--- src/rtl/core/dttf_pkg.sv ---
// ============================================================================
// dttf_pkg
// Shared types and constants for the decimal text to fixed point converter.
// ============================================================================
package dttf_pkg;

    localparam int MANT_W     = 60;
    localparam int FRAC_CNT_W = 5;
    localparam int VALUE_W    = 48;

    localparam logic [7:0] CHAR_ZERO  = 8'h30;
    localparam logic [7:0] CHAR_NINE  = 8'h39;
    localparam logic [7:0] CHAR_DOT   = 8'h2E;
    localparam logic [7:0] CHAR_MINUS = 8'h2D;
    localparam logic [7:0] CHAR_PLUS  = 8'h2B;

    localparam logic [VALUE_W-1:0] POS_LIMIT = {1'b0, {(VALUE_W-1){1'b1}}};
    localparam logic [VALUE_W-1:0] NEG_LIMIT = {1'b1, {(VALUE_W-1){1'b0}}};

    typedef struct packed {
        logic [7:0] char_code;
        logic       last_char;
    } char_item_t;

    typedef struct packed {
        logic signed [VALUE_W-1:0] value;
        logic                      overflow;
    } res_item_t;

    typedef enum logic [2:0] {
        PH_SIGN   = 3'b001,
        PH_DIGITS = 3'b010,
        PH_DONE   = 3'b100
    } phase_t;

    typedef enum logic [2:0] {
        ST_PARSE = 3'b001,
        ST_DIV   = 3'b010,
        ST_EMIT  = 3'b100
    } seq_state_t;

    // Powers of ten; indexes above 18 clamp to ten to the eighteenth.
    function automatic logic [63:0] pow10(input logic [FRAC_CNT_W-1:0] idx);
        logic [63:0] p;
        unique case (idx)
            5'd0:    p = 64'd1;
            5'd1:    p = 64'd10;
            5'd2:    p = 64'd100;
            5'd3:    p = 64'd1000;
            5'd4:    p = 64'd10000;
            5'd5:    p = 64'd100000;
            5'd6:    p = 64'd1000000;
            5'd7:    p = 64'd10000000;
            5'd8:    p = 64'd100000000;
            5'd9:    p = 64'd1000000000;
            5'd10:   p = 64'd10000000000;
            5'd11:   p = 64'd100000000000;
            5'd12:   p = 64'd1000000000000;
            5'd13:   p = 64'd10000000000000;
            5'd14:   p = 64'd100000000000000;
            5'd15:   p = 64'd1000000000000000;
            5'd16:   p = 64'd10000000000000000;
            5'd17:   p = 64'd100000000000000000;
            default: p = 64'd1000000000000000000;
        endcase
        return p;
    endfunction

endpackage

--- src/rtl/core/decimal_text_to_fixed_top.sv ---
// ============================================================================
// decimal_text_to_fixed_top
// Converts a decimal number given as text into signed fixed point.
// ----------------------------------------------------------------------------
// Characters arrive one per transaction on the char channel (valid/ready);
// last_char marks the final character of a string. Each character is
// parsed in the cycle it is accepted, so a string streams in at one
// character per cycle. The transaction that carries last_char starts the
// scaling divide, a restoring divider that produces one quotient bit per
// cycle for each of the 60 + FRAC_BITS dividend bits. During the divide
// char_ready is low. It stays low until the result moves into the output
// register, and the next string may start while that result waits.
// The result leaves on the res channel (valid/ready). If the receiver
// stalls, the result holds in the output register, characters of the next
// string are still taken, and the following divide waits to load its
// result until the register is free. Reset clears the parser to the sign
// phase and empties the output register.
// ============================================================================
module decimal_text_to_fixed_top #(
    parameter int MAX_DIGITS = 18,
    parameter int FRAC_BITS  = 16
) (
    input  logic                  clk,
    input  logic                  rst_n,
    input  logic                  char_valid,
    output logic                  char_ready,
    input  dttf_pkg::char_item_t  char_item,
    output logic                  res_valid,
    input  logic                  res_ready,
    output dttf_pkg::res_item_t   res_item
);
    import dttf_pkg::*;

    localparam int DIV_W = MANT_W + FRAC_BITS;
    localparam int CNT_W = $clog2(DIV_W + 1);
    localparam logic [63:0] CAP = pow10(FRAC_CNT_W'(MAX_DIGITS)) - 64'd1;
    localparam logic [FRAC_CNT_W-1:0] MAX_FRAC = FRAC_CNT_W'(MAX_DIGITS);

    seq_state_t state_reg, state_next;
    phase_t     phase_reg, phase_next;
    logic       neg_reg, neg_next;
    logic       dot_reg, dot_next;
    logic       ovf_reg, ovf_next;
    logic [MANT_W-1:0]     mant_reg, mant_next;
    logic [FRAC_CNT_W-1:0] frac_reg, frac_next;

    logic [DIV_W-1:0]   dvd_reg, dvd_next;
    logic [MANT_W-1:0]  rem_reg, rem_next;
    logic [MANT_W-1:0]  p_reg, p_next;
    logic [VALUE_W-1:0] quo_reg, quo_next;
    logic               big_reg, big_next;
    logic               dneg_reg, dneg_next;
    logic               sat_reg, sat_next;
    logic [CNT_W-1:0]   cnt_reg, cnt_next;

    logic      res_valid_reg, res_valid_next;
    res_item_t res_item_reg, res_item_next;

    logic        accept;
    logic [7:0]  ch;
    logic        is_digit;
    logic [3:0]  digit;
    logic [63:0] cand;
    logic        go_digits;
    logic [63:0] p_load;

    logic [MANT_W:0]    rem_sh;
    logic               ge;
    logic [VALUE_W-1:0] limit;
    logic               fin_sat;
    logic [VALUE_W-1:0] mag;
    logic               load_out;

    assign char_ready = (state_reg == ST_PARSE);
    assign accept     = char_valid && char_ready;
    assign res_valid  = res_valid_reg;
    assign res_item   = res_item_reg;

    assign ch       = char_item.char_code;
    assign is_digit = (ch >= CHAR_ZERO) && (ch <= CHAR_NINE);
    assign digit    = 4'(ch - CHAR_ZERO);
    assign cand     = ({4'd0, mant_reg} << 3) + ({4'd0, mant_reg} << 1) + 64'(digit);

    always_comb
    begin
        phase_next = phase_reg;
        neg_next   = neg_reg;
        dot_next   = dot_reg;
        mant_next  = mant_reg;
        frac_next  = frac_reg;
        ovf_next   = ovf_reg;
        go_digits  = 1'b0;
        unique case (phase_reg)
            PH_SIGN:
            begin
                if (ch == CHAR_MINUS)
                begin
                    neg_next = !neg_reg;
                end
                else if (ch != CHAR_PLUS)
                begin
                    go_digits = 1'b1;
                end
            end
            PH_DIGITS: go_digits = 1'b1;
            PH_DONE:   go_digits = 1'b0;
            default:   go_digits = 1'b0;
        endcase
        if (go_digits)
        begin
            phase_next = PH_DIGITS;
            if (is_digit)
            begin
                if (!ovf_reg)
                begin
                    if (dot_reg && (frac_reg >= MAX_FRAC))
                    begin
                        ovf_next = 1'b1;
                    end
                    else if (cand > CAP)
                    begin
                        ovf_next = 1'b1;
                    end
                    else
                    begin
                        mant_next = cand[MANT_W-1:0];
                        if (dot_reg)
                        begin
                            frac_next = frac_reg + FRAC_CNT_W'(1);
                        end
                    end
                end
            end
            else if (ch == CHAR_DOT)
            begin
                if (dot_reg)
                begin
                    phase_next = PH_DONE;
                end
                else
                begin
                    dot_next = 1'b1;
                end
            end
            else
            begin
                phase_next = PH_DONE;
            end
        end
    end

    assign p_load = pow10(frac_next);

    assign rem_sh = {rem_reg, dvd_reg[DIV_W-1]};
    assign ge     = rem_sh >= {1'b0, p_reg};

    assign limit   = dneg_reg ? NEG_LIMIT : POS_LIMIT;
    assign fin_sat = sat_reg || big_reg || (quo_reg > limit);
    assign mag     = fin_sat ? limit : quo_reg;
    assign load_out = (state_reg == ST_EMIT) && (!res_valid_reg || res_ready);

    always_comb
    begin
        state_next     = state_reg;
        dvd_next       = dvd_reg;
        rem_next       = rem_reg;
        p_next         = p_reg;
        quo_next       = quo_reg;
        big_next       = big_reg;
        dneg_next      = dneg_reg;
        sat_next       = sat_reg;
        cnt_next       = cnt_reg;
        res_valid_next = res_valid_reg;
        res_item_next  = res_item_reg;

        if (res_valid_reg && res_ready)
        begin
            res_valid_next = 1'b0;
        end

        unique case (state_reg)
            ST_PARSE:
            begin
                if (accept && char_item.last_char)
                begin
                    dvd_next   = DIV_W'(mant_next) << FRAC_BITS;
                    rem_next   = '0;
                    p_next     = p_load[MANT_W-1:0];
                    quo_next   = '0;
                    big_next   = 1'b0;
                    dneg_next  = neg_next;
                    sat_next   = ovf_next;
                    cnt_next   = CNT_W'(DIV_W);
                    state_next = ST_DIV;
                end
            end
            ST_DIV:
            begin
                dvd_next = dvd_reg << 1;
                rem_next = ge ? MANT_W'(rem_sh - {1'b0, p_reg}) : rem_sh[MANT_W-1:0];
                quo_next = {quo_reg[VALUE_W-2:0], ge};
                big_next = big_reg || quo_reg[VALUE_W-1];
                cnt_next = cnt_reg - CNT_W'(1);
                if (cnt_reg == CNT_W'(1))
                begin
                    state_next = ST_EMIT;
                end
            end
            ST_EMIT:
            begin
                if (load_out)
                begin
                    res_valid_next         = 1'b1;
                    res_item_next.value    = dneg_reg ? -mag : mag;
                    res_item_next.overflow = fin_sat;
                    state_next             = ST_PARSE;
                end
            end
            default:
            begin
                state_next = ST_PARSE;
            end
        endcase
    end

    always_ff @(posedge clk or negedge rst_n)
    begin
        if (!rst_n)
        begin
            state_reg     <= ST_PARSE;
            phase_reg     <= PH_SIGN;
            neg_reg       <= 1'b0;
            dot_reg       <= 1'b0;
            ovf_reg       <= 1'b0;
            mant_reg      <= '0;
            frac_reg      <= '0;
            cnt_reg       <= '0;
            res_valid_reg <= 1'b0;
        end
        else
        begin
            state_reg     <= state_next;
            cnt_reg       <= cnt_next;
            res_valid_reg <= res_valid_next;
            if (accept)
            begin
                if (char_item.last_char)
                begin
                    phase_reg <= PH_SIGN;
                    neg_reg   <= 1'b0;
                    dot_reg   <= 1'b0;
                    ovf_reg   <= 1'b0;
                    mant_reg  <= '0;
                    frac_reg  <= '0;
                end
                else
                begin
                    phase_reg <= phase_next;
                    neg_reg   <= neg_next;
                    dot_reg   <= dot_next;
                    ovf_reg   <= ovf_next;
                    mant_reg  <= mant_next;
                    frac_reg  <= frac_next;
                end
            end
        end
    end

    always_ff @(posedge clk)
    begin
        dvd_reg      <= dvd_next;
        rem_reg      <= rem_next;
        p_reg        <= p_next;
        quo_reg      <= quo_next;
        big_reg      <= big_next;
        dneg_reg     <= dneg_next;
        sat_reg      <= sat_next;
        res_item_reg <= res_item_next;
    end

    // The running remainder always stays below the divisor.
    a_rem_below_divisor: assert property (@(posedge clk) disable iff (!rst_n)
        (state_reg == ST_DIV) |-> (rem_reg < p_reg))
        else $error("Divider remainder is not below the divisor.");

    // The step counter never runs past the dividend width.
    a_cnt_range: assert property (@(posedge clk) disable iff (!rst_n)
        cnt_reg <= CNT_W'(DIV_W))
        else $error("Divider step counter is out of range.");

    // A saturated result carries one of the two limit values.
    a_sat_value: assert property (@(posedge clk) disable iff (!rst_n)
        (res_valid && res_item.overflow) |->
            (res_item.value == POS_LIMIT) || (res_item.value == NEG_LIMIT))
        else $error("Overflow result does not hold a limit value.");

    // The divide finishes exactly when the last step is taken.
    a_div_exit: assert property (@(posedge clk) disable iff (!rst_n)
        ((state_reg == ST_DIV) && (cnt_reg == CNT_W'(1))) |=> (state_reg == ST_EMIT))
        else $error("Divider did not finish after its last step.");

endmodule

--- config.mk ---
export PLATFORM = sky130hd
export DESIGN_NAME = decimal_text_to_fixed_top
export DESIGN_NICKNAME = d
export VERILOG_FILES = /design/src/rtl/core/dttf_pkg.sv /design/src/rtl/core/decimal_text_to_fixed_top.sv
export SDC_FILE = /design/constraint.sdc
export NUM_CORES = 1
export LEC_CHECK = 0
export BUFFER_PORTS_ARGS = -buffer_cell sky130_fd_sc_hd__clkbuf_2
export CELL_PAD_IN_SITES_DETAIL_PLACEMENT = 0
export CELL_PAD_IN_SITES_GLOBAL_PLACEMENT = 1
export CORE_MARGIN = 2
export CORE_UTILIZATION = 30
export DETAILED_ROUTE_END_ITERATION = 10
export MAX_ROUTING_LAYER = met4
export PLACE_DENSITY = 0.55
export SETUP_SLACK_MARGIN = 0.2
export SYNTH_ARGS = -nofsm -noshare
export SYNTH_HDL_FRONTEND = slang
export SYNTH_SLANG_ARGS = --single-unit
export TNS_END_PERCENT = 100
--- constraint.sdc ---
create_clock -name clk -period 8.25 [get_ports clk]
set_input_delay 0.4125 -clock clk [delete_from_list [all_inputs] [get_ports clk]]
set_output_delay 0.4125 -clock clk [all_outputs]
set_load 0.02 [all_outputs]
==> impl_metrics.tcl, run 1 <==
set metrics [dict create \
    dp_hpwl_mm 51.3 \
    finalCriticalPeriod_ns 6.66 \
    fmax_mhz 150 \
    grt_pass1_wl_mm 117 \
    crit_chain "inv_1 -> fa_1 -> fa_1 -> nand2b_1 -> a21oi_1 -> o211ai_2 -> a211o_1 -> a2bb2oi_1 -> xor2_1 -> nand2b_1 -> a2111o_1 -> o2111ai_1 -> a211oi_4 -> o211ai_2 -> o21ai_1 -> inv_1 -> ha_1 -> inv_1 -> mux2i_1 -> o32a_1 -> nand2_1" \
    leakagePower_nw 11.8 \
    cts_resized 0 \
    yosysUniqueCellTypes 103 \
    synth_area_sq_um 25500 \
    crit_arrival_ns 7.03 \
    crit_path_end_kind "register" \
    cts_made_buffers 47 \
    path_buf_inv 3 \
    clkLatencyLatePin_ns 0.62 \
    setup_viol 0 \
    synthAdderAreaFrac_pct 12.0 \
    period_share_pct 80.8 \
    via_count 20600 \
    clockBufferDepth 3 \
    drc 0 \
    finalSetupTns_ns 0 \
    cts_max_level 2 \
    synth_ff_type "edfxtp_1" \
    powerDensity_nw_per_um2 172 \
    yosys.area.top_type "edfxtp_1" \
    status "finished clean" \
    grt_pass1_vias 20700 \
    clk_pin_slew_ns 0.06 \
    path_common_cell "inv_1" \
    hold_violations 0 \
    synth_compound_area_share_pct 22.4 \
    cts_tree "built" \
    overflow 0 \
    synth_seq_cells 353 \
    synth_seq_area_share_pct 40.0 \
    grt_antenna_before_repair 0 \
    cts_hold_buf 1 \
    syn_nets 2970 \
    crit_type "register to register" \
    maxCapViolations 0 \
    holdWs_ns 0.111 \
    rows 106 \
    async_flop_share_pct 23.2 \
    rsz0062_at_grt "false" \
    vdd_ir_drop_max_v 0.000136 \
    synth-edff-count 271 \
    grt_max_degree 131 \
    core_area_sq_um 83800 \
    tightest_slew_ns 1.10 \
    fp.dieH_um 295 \
    synthTopCellsByArea "edfxtp_1 32%, ha_1 12%, dfrtp_1 7.9%" \
    syn_avg_cell_area_sq_um 9.38 \
    io_buffers 63 \
    die_width_um 295 \
    crit_required_ns 8.62 \
    slew_viol_final 0 \
    die_area_sq_um 87200 \
    netlist_instances 2715 \
    synth_top_family_by_area "compound AO/OA/AOI/OAI gates" \
    yosys.area.top_type_share_pct 32.0 \
    synthMuxAreaShare_pct 1.38 \
    max_stage_delay_ns 0.66 \
    syn_to_final_growth_pct 11.8 \
    post-cts-setup-buffers 0 \
    yosysWarningCount 0 \
    slowest_stage "o21ai_1" \
    start_util_pct 30.4 \
    final_core_util_pct 33.9 \
    via_per_inst 5.28 \
    grt_use_total_pct 17.2 \
    cts_sinks 353 \
    drive_above_1_share_pct 8.74 \
    ant_nets 0 \
    boundaryPins 64 \
    drt-total-wl_mm 73.0 \
    final_nets 2986 \
    setup_slack_ns 1.59 \
    drt-initial-drc-count 1200 \
    holdCritPathClass "input port to register" \
    yosys.area_share.simple_pct 16.2 \
    preCtsSetupSlack_ns 1.44 \
    routabilityCongestion 0.864 \
    critPathLaunchType "register" \
    fin_skew_ns 0.0218 \
    wire_per_inst_um 18.7 \
    critPathMaxFanout 10 \
    diodes 0 \
    max_slew_margin_pct 25.0 \
    synth_xor_area_share_pct 3.92 \
    crit_family "compound AO/OA/AOI/OAI gates" \
    dr.pass1.iters 6 \
    root_buffer "clkbuf_16" \
]
-- routing by layer --
metal	global-route usage [%]	wire, um	share of wire (%)	vias to the layer above
met1	22.8	34500	47	9987
li1	-	-	-	10100
met2	27.6	33800	46	381
met4	4.87	1820	2.5	0
met3	2.13	2850	3.9	103
met5	-	0	0	-
-- path summary, 6_finish.rpt --
kind	from	slack, ns	cells after the start	to
worst max-delay path	mant_reg[0]	1.59	21	p_reg[23]
worst min-delay path	char_item[1]	0.11	2	mant_reg[0]
worst max register to register	mant_reg[0]	1.59	21	p_reg[23]
worst min register to register	state_reg[2]	0.49	1	state_reg[1]
max in group asynchronous	rst_n	6.75	3	mant_reg[26]
min in group asynchronous	rst_n	0.22	2	mant_reg[45]
-- placed cells by master (no fill, tap or decap), drive strengths merged, types with 8 or more instances in the layout --
cell       n
nor4      16
o21a      20
a31oi     47
nand3     63
xnor2     62
dfrtp     80
mux2i     34
nand2b    23
clkbuf   113
nor3      56
edfxtp   271
and2      56
or2       12
buf       26
ha       239
o21ai    177
or3       14
o21bai    15
o211ai    17
a21oi    239
a22o      51
o211a      9
inv      121
nor2     221
xor2      48
a211oi    36
o2111ai    8
nand4     32
nor2b     17
nand2    336
and3      16
clkinv    21
a21o      92
o311ai     9
o31ai     23
-- cell usage after synthesis, types with 21 or more instances --
cell type  number
inv_1         113
a211oi_1       31
and2_1         54
o21ai_1        37
mux2i_1        34
nand2_1       334
xnor2_1        60
a22o_1         51
o31ai_1        21
clkbuf_1       79
xor2_1         47
nand4_1        31
dfrtp_1        80
nor2_1        219
a31oi_1        46
a21o_1         92
nand3_1        62
o21ai_0       139
ha_1          239
buf_2          21
a21oi_1       230
nor3_1         55
edfxtp_1      271
nand2b_1       23
-- power breakdown --
| part | switching (mW) | internal (mW) |
|---|---|---|
| combinational | 0.422 | 0.231 |
| clock | 0.885 | 1.24 |
| sequential | 0.0754 | 2.02 |
| total | 1.38 | 3.50 |
-- logic make-up after synthesis --
group,after synthesis
AND/OR/NAND/NOR,890
AO/OA/AOI/OAI,844
flip-flops,353
adder cells (fa/ha/maj),242
buffers and inverters,241
XOR/XNOR,110
multiplexers,35
-- stage by stage --
step	cell area [sq um]	total power [mW]	cells
after floorplan	25500	2.60	2715
after detailed placement	26900	2.79	3815
after CTS	28500	4.96	3903
after global routing	28500	5.11	3903
final	28500	4.88	3903
after global placement	26900	2.79	3815
-- final cells by class --
type	instances	area, sq um
flip-flops and latches	353	10200
well taps	1134	1420
fillers	8762	55400
multi-input cells	2121	14300
clock inverters	36	389
clock buffers	51	1190
repair buffers	89	528
inverters	119	447
No activity file was read; power rests on OpenSTA's default activity.
==> run 2: changes to the inputs <==
--- a/config.mk
+++ b/config.mk
@@ -12,7 +12,7 @@
 export CORE_UTILIZATION = 30
 export DETAILED_ROUTE_END_ITERATION = 10
 export MAX_ROUTING_LAYER = met4
-export PLACE_DENSITY = 0.55
+export PLACE_DENSITY = 0.57
 export SETUP_SLACK_MARGIN = 0.2
 export SYNTH_ARGS = -nofsm -noshare
 export SYNTH_HDL_FRONTEND = slang
==> constraint.sdc (replaced) <==
create_clock -name clk -period 6.1 [get_ports clk]
set_input_delay 0.305 -clock clk [delete_from_list [all_inputs] [get_ports clk]]
set_output_delay 0.305 -clock clk [all_outputs]
set_load 0.02 [all_outputs]
==> impl_metrics.tcl, run 2 (synthesis gave the netlist of run 1 again) <==
set metrics [dict create \
    fmax_mhz 179 \
    setup_slack_ns 0.521 \
    dr.pass1.iters 5 \
    crit_path_end_kind "register" \
    cts_tree "built" \
    drt-total-wl_mm 72.1 \
    fin_skew_ns 0.0249 \
    preCtsSetupSlack_ns 0.0781 \
    fp.dieH_um 295 \
    fin_total_pwr_mw 6.70 \
    critPathLaunchType "register" \
    final_common_cell "nand2_1" \
    reg2reg_depth 21 \
    r2r_end "dvd_reg[23]" \
    power_switching_mw 1.83 \
    max_slew_margin_pct 28.9 \
    swShare_pct 27.3 \
    maxCapViolations 0 \
    crit_type "register to register" \
    final_core_util_pct 34.8 \
    grt_use_total_pct 16.9 \
    ff2ff_setup_slack_ns 0.52 \
    final_cells 3944 \
    slew_viol_final 0 \
    rows 106 \
    r2r-start "mant_reg[0]" \
    powerDensity_nw_per_um2 230 \
    p_int_mw 4.87 \
    boundaryPins 64 \
    overflow 0 \
    vdd_ir_drop_max_v 0.000165 \
    finalSetupTns_ns 0 \
    crit_arrival_ns 5.89 \
    rsz0062_at_grt "false" \
    crit_required_ns 6.41 \
    crit_start "mant_reg[0]" \
    syn_to_final_growth_pct 14.4 \
    final_nets 3027 \
    drc 0 \
    die_width_um 295 \
    die_area_sq_um 87200 \
    grt_pass1_wl_mm 115 \
    clockBufferDepth 3 \
    clkLatencyLatePin_ns 0.60 \
    io_buffers 63 \
    dp_hpwl_mm 50.8 \
    leakagePower_nw 12.1 \
    finalCriticalPeriod_ns 5.58 \
    status "finished clean" \
    wire_per_inst_um 18.3 \
    holdCritPathClass "input port to register" \
    cts_sinks 353 \
    pwr-share-comb_pct 13.3 \
    core_area_sq_um 83800 \
    critPathMaxFanout 20 \
    hold_start "char_item[1]" \
    period_share_pct 91.5 \
    routabilityCongestion 0.868 \
    grt_antenna_before_repair 1 \
    cts_max_level 2 \
    holdPathEnd "mant_reg[0]" \
    root_buffer "clkbuf_16" \
    placed_cells 3851 \
    p_clk_share_pct 44.4 \
    tightest_slew_ns 1.06 \
    clk_pin_slew_ns 0.06 \
    start_util_pct 30.4 \
    fin_area_sq_um 29100 \
    drive_above_1_share_pct 10.8 \
    via_per_inst 5.25 \
    drt-initial-drc-count 1230 \
    grt_pass1_vias 20500 \
    ant_nets 0 \
    via_count 20700 \
    most-common-layout-cells "333 x nand2_1, 271 x edfxtp_1, 234 x ha_1, 228 x a21oi_1, 217 x nor2_1" \
    setup_viol 0 \
    cts_made_buffers 45 \
    p_seq_share_pct 42.2 \
    hold_violations 0 \
    hold_depth 2 \
    placed_area_sq_um 27200 \
    holdWs_ns 0.115 \
    grt_max_degree 113 \
]
[run 2: cell types whose count changed in the layout (fill, tap and decap cells not counted), moves of 4 or more]
| cell | previous run | this run |
|---|---|---|
| buf_12 | 1 | 9 |
| xor2_2 | 0 | 4 |
| clkinv_2 | 10 | 3 |
| buf_4 | 25 | 60 |
| clkinvlp_4 | 7 | 3 |
| xor2_1 | 47 | 43 |
| ha_2 | 0 | 4 |
| ha_1 | 239 | 234 |
| bufinv_16 | 6 | 10 |
[run 2: how the worst max path moves through the flow]
stage              endpoint  slack (ns)  cells after the start
2_1_floorplan  res_item[47]        0.23                     21
3_3_place_gp    dvd_reg[28]        0.15                     20
3_5_place_dp    dvd_reg[18]        0.08                     20
4_1_cts           p_reg[21]        0.22                     22
5_1_grt           p_reg[16]        0.22                     22
6_report        dvd_reg[23]        0.52                     21
[run 2: layout make-up]
cell class	instances	area, sq um
inverter	119	447
sequential	353	10200
tap	1134	1420
antenna	1	2.50
clock buffer	52	1170
clock inverter	32	449
fill	8577	54700
multi-input combinational	2121	14500
timing repair buffer	132	951
[run 2: power by group through the flow]
stage | Sequential [mW] | Combinational [mW] | Clock (mW)
2_1_floorplan | 2.85 | 0.651 | 0
3_3_place_gp | 2.88 | 0.892 | 0
3_5_place_dp | 2.88 | 0.898 | 0
4_1_cts | 2.83 | 0.905 | 3.07
5_1_grt | 2.84 | 1.02 | 3.14
6_report | 2.83 | 0.894 | 2.98
[run 2: metal layers]
| layer | global-route usage, % | part of all wire (%) | wire (um) |
|---|---|---|---|
| met5 | - | 0 | 0 |
| met4 | 4.18 | 2.1 | 1480 |
| met3 | 2.21 | 3.9 | 2800 |
| met2 | 26.8 | 47 | 33600 |
| met1 | 22.7 | 48 | 34300 |
[run 2: worst max-delay path: stages, from the launching register on]
cell       delay [ns]
dfrtp_1          0.39
inv_1            0.07
fa_1             0.56
inv_1            0.06
ha_1             0.32
a211oi_2         0.26
o21bai_2         0.16
o211ai_1         0.26
o211ai_1         0.19
a21bo_2          0.32
a21o_1           0.23
a221o_1          0.35
xnor2_1          0.16
buf_4            0.17
a2111oi_4        0.04
a211oi_4         0.35
buf_4            0.20
or2_1            0.22
and3_4           0.42
buf_12           0.23
mux2i_1          0.21
o21ai_0          0.09
[run 2: timing repair]
item | in CTS | in global routing
pin swaps | 1 | 9
hold buffers | 1 | 0
buffers inserted | 1 | 6
gates resized for setup | 2 | 31
hold endpoints to repair | 33 | 0
setup endpoints to repair | 22 | 157
